`src/rtl/core/aacrtp_pkg.sv`:
```
// Shared types, constants and functions of the RTP AAC-hbr to ADTS converter.
package aacrtp_pkg;

   localparam int BYTE_W = 8;
   localparam int LEN_W = 16;
   localparam int SIZE_W = 13;
   localparam int HDR_CNT_W = 13;
   localparam int RATE_W = 17;
   localparam int MODE_W = 3;
   localparam int CHAN_W = 3;
   localparam int RIDX_W = 4;
   localparam int CSR_IDX_W = 2;
   localparam int CSR_DATA_W = 17;
   localparam int SEQ_W = 3;

   localparam logic [CSR_IDX_W-1:0] CSR_AAC_MODE = 2'd0;
   localparam logic [CSR_IDX_W-1:0] CSR_SAMPLE_RATE = 2'd1;
   localparam logic [CSR_IDX_W-1:0] CSR_CHANNEL_COUNT = 2'd2;

   localparam logic [MODE_W-1:0] MODE_AAC_HBR = 3'd5;
   localparam logic [MODE_W-1:0] MODE_RESET = 3'd0;
   localparam logic [RATE_W-1:0] RATE_RESET = 17'd48000;
   localparam logic [CHAN_W-1:0] CHAN_RESET = 3'd2;

   localparam logic [BYTE_W-1:0] ADTS_SYNC_HI = 8'hff;
   localparam logic [BYTE_W-1:0] ADTS_SYNC_LO = 8'hf9;
   localparam logic [BYTE_W-1:0] ADTS_PROFILE_LC = 8'h40;
   localparam logic [4:0] ADTS_FULLNESS_HI = 5'h1f;
   localparam logic [BYTE_W-1:0] ADTS_FULLNESS_LO = 8'hfc;
   localparam logic [SIZE_W-1:0] ADTS_HDR_LEN = 13'd7;

   localparam logic [SEQ_W-1:0] SEQ_SYNC_HI = 3'd0;
   localparam logic [SEQ_W-1:0] SEQ_SYNC_LO = 3'd1;
   localparam logic [SEQ_W-1:0] SEQ_RATE = 3'd2;
   localparam logic [SEQ_W-1:0] SEQ_CHAN_LEN = 3'd3;
   localparam logic [SEQ_W-1:0] SEQ_LEN_MID = 3'd4;
   localparam logic [SEQ_W-1:0] SEQ_LEN_LO = 3'd5;
   localparam logic [SEQ_W-1:0] SEQ_FULLNESS = 3'd6;
   localparam logic [SEQ_W-1:0] SEQ_PAYLOAD = 3'd7;

   typedef enum logic [4:0] {
      PH_IDLE   = 5'b00001,
      PH_LEN_LO = 5'b00010,
      PH_HDR_HI = 5'b00100,
      PH_HDR_LO = 5'b01000,
      PH_DATA   = 5'b10000
   } phase_type;

   typedef struct packed {
      logic                valid;
      logic                header;
      logic [BYTE_W-1:0]   data;
      logic                frame_end;
      logic [SIZE_W-1:0]   frame_len;
   } event_type;

   function automatic logic [RIDX_W-1:0] rate_index(input logic [RATE_W-1:0] hz);
      logic [RIDX_W-1:0] idx;
      case (hz)
         17'd96000: idx = 4'd0;
         17'd88200: idx = 4'd1;
         17'd64000: idx = 4'd2;
         17'd48000: idx = 4'd3;
         17'd44100: idx = 4'd4;
         17'd32000: idx = 4'd5;
         17'd24000: idx = 4'd6;
         17'd22050: idx = 4'd7;
         17'd16000: idx = 4'd8;
         17'd12000: idx = 4'd9;
         17'd11025: idx = 4'd10;
         17'd8000:  idx = 4'd11;
         default:   idx = 4'd15;
      endcase
      return idx;
   endfunction

endpackage

```
`src/rtl/core/aacrtp_req_if.sv`:
```
// Request channel carrying RTP payload bytes into the converter.
interface aacrtp_req_if;
   logic        valid;
   logic        ready;
   logic [7:0]  data_byte;
   logic        packet_start;
   logic [15:0] payload_length;

   modport source(output valid, data_byte, packet_start, payload_length, input ready);
   modport sink(input valid, data_byte, packet_start, payload_length, output ready);
endinterface

```
`src/rtl/core/aacrtp_rsp_if.sv`:
```
// Result channel carrying ADTS stream bytes out of the converter.
interface aacrtp_rsp_if;
   logic       valid;
   logic       ready;
   logic [7:0] out_byte;
   logic       frame_end;
   logic       last;

   modport source(output valid, out_byte, frame_end, last, input ready);
   modport sink(input valid, out_byte, frame_end, last, output ready);
endinterface

```
`src/rtl/core/aacrtp_ram.sv`:
```
// Generic single-write, single-read RAM with registered read data.
module aacrtp_ram #(
   parameter int WIDTH = 13,
   parameter int DEPTH = 64,
   parameter int AW = (DEPTH > 1) ? $clog2(DEPTH) : 1
) (
   input  logic             clock,
   input  logic             wr_en,
   input  logic [AW-1:0]    wr_addr,
   input  logic [WIDTH-1:0] wr_data,
   input  logic [AW-1:0]    rd_addr,
   output logic [WIDTH-1:0] rd_data
);

   logic [WIDTH-1:0] mem_ff [DEPTH];
   logic [WIDTH-1:0] rd_data_ff;

   always_ff @(posedge clock) begin
      if (wr_en) begin
         mem_ff[wr_addr] <= wr_data;
      end
      rd_data_ff <= mem_ff[rd_addr];
   end

   assign rd_data = rd_data_ff;

endmodule

```
`src/rtl/core/aacrtp_parse.sv`:
```
// Payload parser: AU-header table in RAM, packet and AU byte accounting.
module aacrtp_parse
   import aacrtp_pkg::*;
#(
   parameter int MAX_AU = 64
) (
   input  logic              clock,
   input  logic              reset,
   input  logic              accept,
   input  logic [BYTE_W-1:0] data_byte,
   input  logic              packet_start,
   input  logic [LEN_W-1:0]  payload_length,
   input  logic [MODE_W-1:0] aac_mode,
   output event_type         ev
);

   localparam int AW = (MAX_AU > 1) ? $clog2(MAX_AU) : 1;
   localparam int CW = $clog2(MAX_AU + 1);
   localparam logic [CW-1:0] AU_LIMIT = CW'(MAX_AU);

   phase_type            phase_ff, phase_in;
   logic [BYTE_W-1:0]    len_hi_ff, len_hi_in;
   logic [HDR_CNT_W-1:0] hdr_left_ff, hdr_left_in;
   logic [BYTE_W-1:0]    hdr_part_ff, hdr_part_in;
   logic [CW-1:0]        au_count_ff, au_count_in;
   logic [CW-1:0]        cur_au_ff, cur_au_in;
   logic [SIZE_W-1:0]    au_left_ff, au_left_in;
   logic [LEN_W-1:0]     pkt_left_ff, pkt_left_in;
   logic                 fwd_hit_ff, fwd_hit_in;
   logic [SIZE_W-1:0]    fwd_data_ff;

   logic                 wr_en;
   logic [SIZE_W-1:0]    wr_data;
   logic [SIZE_W-1:0]    rd_data;
   logic [SIZE_W-1:0]    au_size;
   logic [LEN_W-1:0]     len_bits;
   logic [HDR_CNT_W:0]   hdr_bytes;
   logic [SIZE_W-1:0]    au_left_dec;

   aacrtp_ram #(
      .WIDTH(SIZE_W),
      .DEPTH(MAX_AU),
      .AW   (AW)
   ) u_size_ram (
      .clock  (clock),
      .wr_en  (wr_en),
      .wr_addr(au_count_ff[AW-1:0]),
      .wr_data(wr_data),
      .rd_addr(cur_au_in[AW-1:0]),
      .rd_data(rd_data)
   );

   assign au_size = fwd_hit_ff ? fwd_data_ff : rd_data;
   assign len_bits = {len_hi_ff, data_byte};
   assign hdr_bytes = {1'b0, len_bits[LEN_W-1:3]} + {{HDR_CNT_W{1'b0}}, |len_bits[2:0]};
   assign wr_data = SIZE_W'({hdr_part_ff, data_byte} >> 3);
   assign fwd_hit_in = wr_en && (au_count_ff[AW-1:0] == cur_au_in[AW-1:0]);

   always_comb begin
      phase_in = phase_ff;
      len_hi_in = len_hi_ff;
      hdr_left_in = hdr_left_ff;
      hdr_part_in = hdr_part_ff;
      au_count_in = au_count_ff;
      cur_au_in = cur_au_ff;
      au_left_in = au_left_ff;
      pkt_left_in = pkt_left_ff;
      wr_en = 1'b0;
      au_left_dec = '0;
      ev = '0;
      if (accept) begin
         if (packet_start) begin
            au_count_in = '0;
            cur_au_in = '0;
            au_left_in = '0;
            if ((aac_mode != MODE_AAC_HBR) || (payload_length == '0)) begin
               phase_in = PH_IDLE;
               pkt_left_in = '0;
            end else begin
               len_hi_in = data_byte;
               pkt_left_in = payload_length - 16'd1;
               phase_in = PH_LEN_LO;
            end
         end else if (phase_ff != PH_IDLE) begin
            if (pkt_left_ff == '0) begin
               phase_in = PH_IDLE;
            end else begin
               pkt_left_in = pkt_left_ff - 16'd1;
               case (phase_ff)
                  PH_LEN_LO: begin
                     if (hdr_bytes == '0) begin
                        cur_au_in = '0;
                        au_left_in = '0;
                        phase_in = (au_count_ff != '0) ? PH_DATA : PH_IDLE;
                     end else begin
                        hdr_left_in = HDR_CNT_W'(hdr_bytes - 14'd1);
                        phase_in = PH_HDR_HI;
                     end
                  end
                  PH_HDR_HI, PH_HDR_LO: begin
                     if (phase_ff == PH_HDR_HI) begin
                        hdr_part_in = data_byte;
                        phase_in = PH_HDR_LO;
                     end else begin
                        if ((wr_data != '0) && (au_count_ff < AU_LIMIT)) begin
                           wr_en = 1'b1;
                           au_count_in = au_count_ff + 1'b1;
                        end
                        phase_in = PH_HDR_HI;
                     end
                     if (hdr_left_ff == '0) begin
                        cur_au_in = '0;
                        au_left_in = '0;
                        phase_in = (au_count_in != '0) ? PH_DATA : PH_IDLE;
                     end else begin
                        hdr_left_in = hdr_left_ff - 1'b1;
                     end
                  end
                  PH_DATA: begin
                     if (au_left_ff == '0) begin
                        if (cur_au_ff >= au_count_ff) begin
                           phase_in = PH_IDLE;
                        end else if ({{(LEN_W-SIZE_W){1'b0}}, au_size} > pkt_left_ff) begin
                           phase_in = PH_IDLE;
                        end else begin
                           cur_au_in = cur_au_ff + 1'b1;
                           au_left_dec = au_size - 1'b1;
                           au_left_in = au_left_dec;
                           ev.valid = 1'b1;
                           ev.header = 1'b1;
                           ev.data = data_byte;
                           ev.frame_end = (au_left_dec == '0);
                           ev.frame_len = au_size + ADTS_HDR_LEN;
                        end
                     end else begin
                        au_left_dec = au_left_ff - 1'b1;
                        au_left_in = au_left_dec;
                        ev.valid = 1'b1;
                        ev.data = data_byte;
                        ev.frame_end = (au_left_dec == '0);
                     end
                  end
                  default: begin
                     phase_in = PH_IDLE;
                  end
               endcase
            end
         end
      end
   end

   always_ff @(posedge clock) begin
      if (reset) begin
         phase_ff <= PH_IDLE;
         len_hi_ff <= '0;
         hdr_left_ff <= '0;
         hdr_part_ff <= '0;
         au_count_ff <= '0;
         cur_au_ff <= '0;
         au_left_ff <= '0;
         pkt_left_ff <= '0;
         fwd_hit_ff <= 1'b0;
      end else begin
         phase_ff <= phase_in;
         len_hi_ff <= len_hi_in;
         hdr_left_ff <= hdr_left_in;
         hdr_part_ff <= hdr_part_in;
         au_count_ff <= au_count_in;
         cur_au_ff <= cur_au_in;
         au_left_ff <= au_left_in;
         pkt_left_ff <= pkt_left_in;
         fwd_hit_ff <= fwd_hit_in;
      end
   end

   always_ff @(posedge clock) begin
      fwd_data_ff <= wr_data;
   end

endmodule

```
`src/rtl/core/aacrtp_emit.sv`:
```
// Output sequencer: ADTS header if any, then AU byte; one per ready cycle.
module aacrtp_emit
   import aacrtp_pkg::*;
(
   input  logic              clock,
   input  logic              reset,
   input  event_type         ev,
   output logic              ev_ready,
   input  logic [RIDX_W-1:0] rate_idx,
   input  logic [CHAN_W-1:0] channel,
   output logic              rsp_valid,
   input  logic              rsp_ready,
   output logic [BYTE_W-1:0] rsp_byte,
   output logic              rsp_frame_end,
   output logic              rsp_last
);

   logic              busy_ff, busy_in;
   logic [SEQ_W-1:0]  seq_ff, seq_in;
   logic [BYTE_W-1:0] data_ff;
   logic              fe_ff;
   logic [SIZE_W-1:0] flen_ff;
   logic              take;
   logic              at_payload;

   assign at_payload = (seq_ff == SEQ_PAYLOAD);
   assign take = busy_ff && rsp_ready;
   assign ev_ready = !busy_ff || (take && at_payload);

   always_comb begin
      busy_in = busy_ff;
      seq_in = seq_ff;
      if (ev.valid) begin
         busy_in = 1'b1;
         seq_in = ev.header ? SEQ_SYNC_HI : SEQ_PAYLOAD;
      end else if (take) begin
         if (at_payload) begin
            busy_in = 1'b0;
         end else begin
            seq_in = seq_ff + 1'b1;
         end
      end
   end

   always_ff @(posedge clock) begin
      if (reset) begin
         busy_ff <= 1'b0;
         seq_ff <= SEQ_PAYLOAD;
      end else begin
         busy_ff <= busy_in;
         seq_ff <= seq_in;
      end
   end

   always_ff @(posedge clock) begin
      if (ev.valid) begin
         data_ff <= ev.data;
         fe_ff <= ev.frame_end;
         flen_ff <= ev.frame_len;
      end
   end

   always_comb begin
      case (seq_ff)
         SEQ_SYNC_HI:  rsp_byte = ADTS_SYNC_HI;
         SEQ_SYNC_LO:  rsp_byte = ADTS_SYNC_LO;
         SEQ_RATE:     rsp_byte = ADTS_PROFILE_LC | {2'b00, rate_idx, 1'b0, channel[2]};
         SEQ_CHAN_LEN: rsp_byte = {channel[1:0], 4'b0000, flen_ff[12:11]};
         SEQ_LEN_MID:  rsp_byte = flen_ff[10:3];
         SEQ_LEN_LO:   rsp_byte = {flen_ff[2:0], ADTS_FULLNESS_HI};
         SEQ_FULLNESS: rsp_byte = ADTS_FULLNESS_LO;
         SEQ_PAYLOAD:  rsp_byte = data_ff;
         default:      rsp_byte = data_ff;
      endcase
   end

   assign rsp_valid = busy_ff;
   assign rsp_last = at_payload;
   assign rsp_frame_end = at_payload && fe_ff;

endmodule

```
`src/rtl/core/aac_hbr_rtp_to_adts.sv`:
```
// Top level of the RTP AAC-hbr payload to ADTS stream converter.
//
// The request channel takes one RTP payload byte per request; packet_start
// marks the first byte and carries payload_length. The response channel
// returns the ADTS stream: for the first byte of each access unit a seven
// byte ADTS header followed by that byte, for every later AU byte the byte
// alone. Pass-through bytes flow at one request per cycle while the
// receiver is ready, each response appearing in the cycle after its request
// is accepted. A request that opens an access unit gives eight responses,
// so the request channel stalls while the header goes out.
// AU sizes are kept in a one-port-write RAM of MAX_AU entries, read at the
// next AU index ahead of use, with forwarding of a same-cycle write.
// The csr port writes aac_mode, sample_rate_hz and channel_count; write them
// only while no request is in flight.
// Reset returns the parser to waiting for a packet start, drops any pending
// response and restores the register defaults; no RAM clearing is needed.
// When the receiver stalls, the pending response holds and the request
// channel stalls once the single output stage is occupied.
module aac_hbr_rtp_to_adts
   import aacrtp_pkg::*;
#(
   parameter int MAX_AU = 64
) (
   input  logic                  clock,
   input  logic                  reset,
   aacrtp_req_if.sink            req_ch,
   aacrtp_rsp_if.source          rsp_ch,
   input  logic                  csr_wr_en,
   input  logic [CSR_IDX_W-1:0]  csr_index,
   input  logic [CSR_DATA_W-1:0] csr_wr_data
);

   logic [MODE_W-1:0] aac_mode_ff;
   logic [RATE_W-1:0] sample_rate_ff;
   logic [CHAN_W-1:0] channel_count_ff;
   logic              req_accept;
   logic              ev_ready;
   event_type         ev;

   always_ff @(posedge clock) begin
      if (reset) begin
         aac_mode_ff <= MODE_RESET;
         sample_rate_ff <= RATE_RESET;
         channel_count_ff <= CHAN_RESET;
      end else if (csr_wr_en) begin
         case (csr_index)
            CSR_AAC_MODE:      aac_mode_ff <= csr_wr_data[MODE_W-1:0];
            CSR_SAMPLE_RATE:   sample_rate_ff <= csr_wr_data[RATE_W-1:0];
            CSR_CHANNEL_COUNT: channel_count_ff <= csr_wr_data[CHAN_W-1:0];
            default: begin
            end
         endcase
      end
   end

   assign req_ch.ready = ev_ready;
   assign req_accept = req_ch.valid && ev_ready;

   aacrtp_parse #(
      .MAX_AU(MAX_AU)
   ) u_parse (
      .clock         (clock),
      .reset         (reset),
      .accept        (req_accept),
      .data_byte     (req_ch.data_byte),
      .packet_start  (req_ch.packet_start),
      .payload_length(req_ch.payload_length),
      .aac_mode      (aac_mode_ff),
      .ev            (ev)
   );

   aacrtp_emit u_emit (
      .clock        (clock),
      .reset        (reset),
      .ev           (ev),
      .ev_ready     (ev_ready),
      .rate_idx     (rate_index(sample_rate_ff)),
      .channel      (channel_count_ff),
      .rsp_valid    (rsp_ch.valid),
      .rsp_ready    (rsp_ch.ready),
      .rsp_byte     (rsp_ch.out_byte),
      .rsp_frame_end(rsp_ch.frame_end),
      .rsp_last     (rsp_ch.last)
   );

   a_header_stalls_req: assert property (@(posedge clock) disable iff (reset)
      rsp_ch.valid && !rsp_ch.last |-> !req_ch.ready)
      else $error("request accepted while an ADTS header is in progress");

   a_frame_end_is_last: assert property (@(posedge clock) disable iff (reset)
      rsp_ch.valid && rsp_ch.frame_end |-> rsp_ch.last)
      else $error("frame end on a header byte");

   a_reset_clears_rsp: assert property (@(posedge clock)
      reset |=> !rsp_ch.valid)
      else $error("response pending after reset");

endmodule

```
`src/flat_wrapper.sv`:
```
// flat-port wrapper written by rule: the top's interface ports become plain ports
module aac_hbr_rtp_to_adts_flat import aacrtp_pkg::*;
#(
   parameter int MAX_AU = 64
)
  (clock, reset, csr_wr_en, csr_index, csr_wr_data, req_ch_valid, req_ch_data_byte, req_ch_packet_start, req_ch_payload_length, req_ch_ready, rsp_ch_valid, rsp_ch_out_byte, rsp_ch_frame_end, rsp_ch_last, rsp_ch_ready);
  aacrtp_req_if req_ch_i ();
  aacrtp_rsp_if rsp_ch_i ();
  input  logic clock;
  input  logic reset;
  input  logic csr_wr_en;
  input  logic [CSR_IDX_W-1:0] csr_index;
  input  logic [CSR_DATA_W-1:0] csr_wr_data;
  input wire logic [$bits(req_ch_i.valid)-1:0] req_ch_valid;
  input wire logic [$bits(req_ch_i.data_byte)-1:0] req_ch_data_byte;
  input wire logic [$bits(req_ch_i.packet_start)-1:0] req_ch_packet_start;
  input wire logic [$bits(req_ch_i.payload_length)-1:0] req_ch_payload_length;
  output wire logic [$bits(req_ch_i.ready)-1:0] req_ch_ready;
  output wire logic [$bits(rsp_ch_i.valid)-1:0] rsp_ch_valid;
  output wire logic [$bits(rsp_ch_i.out_byte)-1:0] rsp_ch_out_byte;
  output wire logic [$bits(rsp_ch_i.frame_end)-1:0] rsp_ch_frame_end;
  output wire logic [$bits(rsp_ch_i.last)-1:0] rsp_ch_last;
  input wire logic [$bits(rsp_ch_i.ready)-1:0] rsp_ch_ready;
  assign req_ch_i.valid = req_ch_valid;
  assign req_ch_i.data_byte = req_ch_data_byte;
  assign req_ch_i.packet_start = req_ch_packet_start;
  assign req_ch_i.payload_length = req_ch_payload_length;
  assign req_ch_ready = req_ch_i.ready;
  assign rsp_ch_valid = rsp_ch_i.valid;
  assign rsp_ch_out_byte = rsp_ch_i.out_byte;
  assign rsp_ch_frame_end = rsp_ch_i.frame_end;
  assign rsp_ch_last = rsp_ch_i.last;
  assign rsp_ch_i.ready = rsp_ch_ready;
  aac_hbr_rtp_to_adts #(.MAX_AU(MAX_AU)) u_core (.clock(clock), .reset(reset), .req_ch(req_ch_i), .rsp_ch(rsp_ch_i), .csr_wr_en(csr_wr_en), .csr_index(csr_index), .csr_wr_data(csr_wr_data));
endmodule
```
`config.mk`:
```
export PLATFORM = sky130hd
export DESIGN_NAME = aac_hbr_rtp_to_adts_flat
export DESIGN_NICKNAME = d
export VERILOG_FILES = /design/src/rtl/core/aacrtp_pkg.sv /design/src/rtl/core/aacrtp_req_if.sv /design/src/rtl/core/aacrtp_rsp_if.sv /design/src/rtl/core/aacrtp_ram.sv /design/src/rtl/core/aacrtp_parse.sv /design/src/rtl/core/aacrtp_emit.sv /design/src/rtl/core/aac_hbr_rtp_to_adts.sv /design/src/flat_wrapper.sv
export SDC_FILE = /design/constraint.sdc
export NUM_CORES = 1
export LEC_CHECK = 0
export BUFFER_PORTS_ARGS = -buffer_cell sky130_fd_sc_hd__buf_2
export CAP_MARGIN = 20
export CORE_ASPECT_RATIO = 1.1
export CORE_MARGIN = 4
export CORE_UTILIZATION = 35
export CTS_BUF_LIST = sky130_fd_sc_hd__clkbuf_8
export DETAILED_ROUTE_END_ITERATION = 10
export SLEW_MARGIN = 20
export SYNTH_ARGS = -nofsm -noshare
export SYNTH_HDL_FRONTEND = slang
export SYNTH_HIERARCHICAL = 1
export SYNTH_SLANG_ARGS = --single-unit
```
`constraint.sdc`:
```
create_clock -name clock -period 5 [get_ports clock]
set_input_delay 0.5 -clock clock [delete_from_list [all_inputs] [get_ports clock]]
set_output_delay 0.5 -clock clock [all_outputs]
set_load 0.02 [all_outputs]
```
After elaboration in Yosys (flattened, before gate mapping)
Memories as Yosys holds them, arrays and structs flattened. A register that Yosys moved wholly into a read port is not among the register bits.
Index checks and enable logic that the tools add are counted.
{"block": "totals", "in_bits": 49, "memories": 1, "word_cells": 206, "ram_bits": 832, "reg_bits": 140}
{"name": "u_core.u_parse.u_size_ram.mem_ff", "words": 64, "width": 13, "rd": 1, "rd_ports_with_merged_regs": 1, "write_ports": 1, "line": "aacrtp_ram.sv:15", "text": "logic [WIDTH-1:0] mem_ff [DEPTH];"}
{"block": "classes", "mux": 80, "addsub": 11, "eq_ne": 41, "reduce_logical": 44, "bitwise": 7, "n_lt_le_gt_ge": 3}
{"op": "$mux 24", "count": 7}
{"op": "$mux 13", "count": 12}
{"op": "$mux 7", "count": 19}
{"op": "$mux 16", "count": 4}
{"op": "$pmux 8 s8", "count": 1}
{"op": "$logic_not 13->1", "count": 4}
{"op": "$sub 13x1->13 const B", "count": 4}
{"op": "$eq 17x14->1 const B", "count": 3}
{"op": "$eq 17x15->1 const B", "count": 3}
{"op": "$eq 17x16->1 const B", "count": 3}
{"op": "$mux 5", "count": 10}
{"op": "$pmux 4 s12", "count": 1}
{"op": "$pmux 13 s3", "count": 1}
{"op": "$eq 17x17->1 const B", "count": 2}
{"op": "$logic_not 16->1", "count": 2}
{"op": "$sub 16x1->16 const B", "count": 2}
{"op": "$pmux 13 s2", "count": 1}
{"op": "$pmux 7 s3", "count": 1}
{"op": "$ne 3x3->1 const B", "count": 6}
{"op": "$eq 17x13->1 const B", "count": 1}
{"op": "$gt 13x16->1", "count": 1}
{"op": "$pmux 5 s3", "count": 1}
{"op": "$add 13x1->14", "count": 1}
{"op": "$add 7x1->7 const B", "count": 2}
{"op": "47 further kinds", "count": 94}

Longest topological paths before layout
{"block": "logic_depth", "word_depth": 16, "mapped_depth": 22, "ltp_nobuf": 17}

Modules after synthesis
The synthesis kept the hierarchy.
{"mod": "aacrtp_ram", "instances": 1, "cells_each": 1432, "area_each_um2": 32433.6}
{"mod": "aacrtp_parse", "instances": 1, "cells_each": 994, "area_each_um2": 7255.7}
{"mod": "aac_hbr_rtp_to_adts", "instances": 1, "cells_each": 164, "area_each_um2": 1283.7}
{"mod": "aacrtp_emit", "instances": 1, "cells_each": 94, "area_each_um2": 1198.6}

Least setup slack after synthesis
Ideal clock, no wire load.
{"block": "synth_timing", "path_type": "register to register", "startpoint": "reg u_core.u_parse.fwd_hit_ff", "endpoint": "reg u_core.u_parse.u_size_ram.rd_data_ff[0], in the netlist u_core/u_parse/u_size_ram/rd_data[0] (read register of u_core.u_parse.u_size_ram.mem_ff)", "setup_time_ns": 0.124, "arrival_time_ns": 4.630, "setup_slack_ns": 0.246, "n_path_buf": 4, "path_stages_with_launch": 20, "path_cell_list": "dfxtp_1 clkbuf_1 buf_1 mux2i_1 inv_1 ha_1 nand4b_1 nor4_2 nand2_1 o2111ai_2 a21oi_4 o211ai_1 a32oi_1 o22ai_1 buf_4 buf_2 mux4_2 mux2_2 a211oi_1 o31ai_1"}
{"block": "synth_between", "elab_chain_cells": 10}
{"item": "from (decl)", "line": "aacrtp_parse.sv:29", "text": "logic fwd_hit_ff, fwd_hit_in;"}
{"item": "from (signal assigned)", "line": "aacrtp_parse.sv:172", "text": "fwd_hit_ff <= fwd_hit_in;"}
{"item": "$mux 13", "line": "aacrtp_parse.sv:53", "text": "assign au_size = fwd_hit_ff ? fwd_data_ff : rd_data;"}
{"item": "$gt 13x16->1", "line": "aacrtp_parse.sv:123", "text": "end else if ({{(LEN_W-SIZE_W){1'b0}}, au_size} > pkt_left_ff) begin"}
{"item": "$mux 7", "line": "aacrtp_parse.sv:123"}
{"item": "$mux 7", "line": "aacrtp_parse.sv:121", "text": "if (cur_au_ff >= au_count_ff) begin"}
{"item": "$mux 7", "line": "aacrtp_parse.sv:120", "text": "if (au_left_ff == '0) begin"}
{"item": "$pmux 7 s3", "line": "aacrtp_parse.sv:89", "text": "case (phase_ff)"}
{"item": "$mux 7", "line": "aacrtp_parse.sv:85", "text": "if (pkt_left_ff == '0) begin"}
{"item": "$mux 7", "line": "aacrtp_parse.sv:84", "text": "end else if (phase_ff != PH_IDLE) begin"}
{"item": "$mux 7", "line": "aacrtp_parse.sv:72", "text": "if (packet_start) begin"}
{"item": "$mux 6", "line": "aacrtp_parse.sv:71", "text": "if (accept) begin"}
{"item": "via u_core.u_parse.cur_au_in[0]", "line": "aacrtp_parse.sv:26", "text": "logic [CW-1:0] cur_au_ff, cur_au_in;"}
{"item": "to (decl)", "line": "aacrtp_ram.sv:16", "text": "logic [WIDTH-1:0] rd_data_ff;"}
The timed path passes the listed nets, and every way through them passes these cells. The select of a mux whose other input is x is not followed.
A chain may end at the register's enable or synchronous reset.

Worst setup path after layout
{"block": "layout_timing", "startpoint": "reg u_core.u_parse.fwd_hit_ff", "endpoint": "reg u_core.u_parse.u_size_ram.rd_data_ff[3], in the netlist u_core/u_parse/u_size_ram/rd_data[3] (read register of u_core.u_parse.u_size_ram.mem_ff)"}
Same word-level chain as after synthesis.

==> metrics.txt <==
Required @ worst endpoint=about 5.7 ns; Critical Path End Type=flop; mean post-synth cell area=~16 sq um; die footprint=approximately 130000 sq um; crit path time final=4.87 ns; placer's final routability congestion estimate=0.864; ANT nets after route=0; Hold Path Class=in2reg; part of the Yosys area used for sequential elements=67.0%; placed cell area=45900 sq um; Post-Syn Instances=2684; PwrDens=322 nW/um^2; drt first pass iters=6; critical path's largest stage delay=roughly 0.52 ns; Ys Warns=6; Syn Nets=2772; reg2reg end=u_core/u_parse/u_size_ram/rd_data[3]; PortBufs=60; Final TNS setup=0 ns; worst vdd ir=between 0.0002 and 0.00025 V; Critical-path top delay cell=mux4_2; hold_ws=0.129 ns; Final Non-Filler Cells=around 4700; CTS root buf=clkbuf_8; antenna violations before repair=3; Pleak=17.8 nW; detailed-route via count=25398; DR WL/cell=23.1 um; DRC violations left=0; largest net degree at the start of global routing=between 60 and 70; critical path arrival=5.55 ns; # Max-Cap Violations=0; synth unique cells=90; gr ovfl total=0; H-tree levels=4; Multi-input gate area=13200 sq um; number of flops mapped to enable cells by yosys=approximately 850; Clock Path Buffers=3; final setup fails=0; P&R area growth vs syn=18.1%; IO Pins=61; RSZ-0062 raised after global routing=false; starting utilization of the core area=35.2%; WHS Path Cells=4; Final Skew=0.0520 ns; Design Area, Final=49800 sq um; worst-margin pin slew=around 1.0 ns; Core Footprint=120000 sq um; Hold Crit Endpoint=u_core/aac_mode_ff[0]; Synth Flop Type=edfxtp_1; Slew Limit Headroom=32.8%; placed insts=4381; status=finished clean; CP max FO=13; worst r2r path cells=20; row cnt=133; Die W=339 um; Die Y=372 um; vias in the first global route=25183; Final HPWL DP=68.7 mm; post-synthesis register bit count=985; worst r2r src=u_core/u_parse/fwd_hit_ff; CP delay by family, top=compound AO/OA/AOI/OAI gates; Layout Nets=roughly 3100; Final Cycle Share=between 90 and 100%; first-pass GRT wire length=162 mm; vias per cell=5.37; flop-to-flop setup slack=approximately 0.13 ns; clock sinks=985; worst path cell trace=buf_12 > buf_4 > mux2i_1 > inv_1 > ha_1 > nand2_1 > o21a_1 > o2111ai_4 > a21oi_4 > o211ai_1 > a32oi_1 > buf_4 > o22ai_4 > buf_12 > buf_16 > mux4_2 > mux2_2 > o22ai_1 > a2111o_1 > o31ai_1; final WL=109 mm; CP Launch Type=flop; Final Hold Viols=0; share of synthesized registers carrying an async set or reset=0%; Synth Cell Area=42200 sq um; Max Slew Vio Count=0; layout cell share with drive strength beyond 1=~27%; Filler Cells Inserted=10652; drt initial violations=roughly 2300; Clk Latency, worst-skew pair=roughly 0.82 ns; Peak Freq=between 200 and 250 MHz; sequential cell area=approximately 28000 sq um; Core Util, Final=41.6%; WS Path Type=reg2reg; total CTS buffers=around 160; CTS clk-pin slew, worst paths=0.06 ns; Global Route Usage Sum=between 15 and 20%; CTS tree=done; CP bufs+invs=6; hold path startpoint=csr_index[0]
cell usage after synthesis, drive strengths merged (6+ instances only):
master,number,share of area (%)
a2111oi,6,0.17
nor2b,30,0.45
o21ai,73,0.87
or4,15,0.30
and3,14,0.21
mux2,39,1.0
xnor2,47,0.98
inv,54,0.48
nand4,15,0.22
a2111o,10,0.27
dfxtp,131,6.2
a21oi,69,0.85
nor4,36,0.61
nand2b,17,0.26
o31ai,14,0.25
or2,11,0.16
nand2,150,1.3
o221ai,17,0.35
nand3b,27,0.48
nand4b,7,0.15
nor3,50,0.61
o211ai,8,0.17
nor2,229,2.1
and2,18,0.27
buf,74,1.1
mux4,208,11
a22oi,17,0.30
edfxtp,854,61
a211oi,40,0.72
mux2i,69,1.6
clkbuf,81,0.72
ha,39,1.2
a31oi,14,0.21
nand3,56,0.69
o22ai,33,0.49
xor2,16,0.33
and4,8,0.17
or3,15,0.23
area by class of cell:
type / instances / share of cell area (%)
tap: 1552 / 3.90
antenna: 3 / 0.0151
timing repair buffer: 348 / 6.05
clock inverter: 121 / 1.39
sequential: 985 / 56.8
clock buffer: 178 / 4.92
multi-input combinational: 1489 / 26.5
inverter: 55 / 0.415
registers in the layout, indices dropped and copies added (netlist names), 3 cells and up:
name	cells
u_core/u_parse/pkt_left_ff	16
u_core/u_parse/au_left_ff	13
u_core/sample_rate_ff	17
u_core/u_parse/len_hi_ff	8
u_core/u_emit/data_ff	8
u_core/u_parse/phase_ff	5
u_core/u_emit/seq_ff	3
u_core/u_parse/hdr_part_ff	8
u_core/u_parse/u_size_ram/mem_ff	832
u_core/u_parse/au_count_ff	7
u_core/u_emit/flen_ff	13
u_core/u_parse/hdr_left_ff	13
u_core/u_parse/u_size_ram/rd_data	13
u_core/channel_count_ff	3
u_core/aac_mode_ff	3
u_core/u_parse/fwd_data_ff	13
u_core/u_parse/cur_au_ff	7
worst reg2reg max path, delay by kind of cell (launching register included):
family / cells / cell delay [ns]
AOI/OAI and AO/OA: 9 / 1.81
adders and majority gates: 1 / 0.30
buffers and inverters: 6 / 0.93
DFF: 1 / 0.36
muxes: 3 / 1.30
and+or+nand+nor: 1 / 0.06
metal layers:
metal  vias to the layer above  share of wire [%]  track usage [%]
met2                       927                 47             27.5
li1                      11376                  -                -
met3                       166                7.0             3.55
met5                         -                  0                0
met4                         0                3.1             6.20
met1                     12929                 43             23.0
logic make-up after synthesis:
family          synth area share [%]
xor+xnor                        1.31
mux                             13.8
fa+ha+maj                       1.16
buf+inv                         2.29
compound gates                  5.77
flops                           67.0
simple gates                    8.65
power breakdown:
group / internal [mW] / switching (mW) / leakage [nW]
Sequential: 8.86 / 0.0208 / 10.1
Combinational: 0.115 / 0.225 / 5.89
Clock: 3.56 / 3.24 / 1.81
Total: 12.5 / 3.48 / 17.8
cell usage in the layout (no fill, tap or decap), drive strengths merged, types with 18 or more instances in the layout:
| cell type | instances |
|---|---|
| o21ai | 73 |
| nor2 | 229 |
| a211oi | 40 |
| mux4 | 208 |
| nor2b | 30 |
| and2 | 18 |
| edfxtp | 854 |
| nor3 | 50 |
| clkinv | 55 |
| inv | 113 |
| dfxtp | 131 |
| buf | 327 |
| o22ai | 33 |
| dlygate4sd3 | 19 |
| clkbuf | 180 |
| nand3b | 27 |
| mux2i | 69 |
| mux2 | 39 |
| a21oi | 69 |
| ha | 39 |
| xnor2 | 47 |
| nand2 | 150 |
| nor4 | 36 |
| nand3 | 56 |
how the worst max path moves through the flow:
stage,start,end,cells after the start
6_report,u_core/u_parse/fwd_hit_ff,u_core/u_parse/u_size_ram/rd_data[3],20
2_1_floorplan,u_core/u_parse/fwd_hit_ff,u_core/u_parse/u_size_ram/rd_data[0],19
3_3_place_gp,req_ch_data_byte[1],u_core/u_parse/u_size_ram/rd_data[11],18
4_1_cts,u_core/u_parse/fwd_hit_ff,u_core/u_parse/u_size_ram/rd_data[3],20
5_1_grt,u_core/u_parse/fwd_hit_ff,u_core/u_parse/u_size_ram/rd_data[7],20
3_5_place_dp,req_ch_data_byte[1],u_core/u_parse/u_size_ram/rd_data[12],20
through the flow:
step | total power, mW | setup slack [ns]
after CTS | 16.2 | 0.00249
after floorplan | 9.22 | 0.246
after detailed placement | 9.38 | -0.253
final | 16.0 | 0.132
after global routing | 16.6 | 0.000893
after global placement | 9.38 | -0.327
timing repair:
item,4_1_cts,5_1_grt
gates cloned,0,2
endpoints found under the hold margin,25,0
buffers inserted,0,27
hold buffers,19,0
pin swaps,3,10
resized for setup,5,51
setup endpoints to repair,7,13
Power figures use the tool's default switching activity.
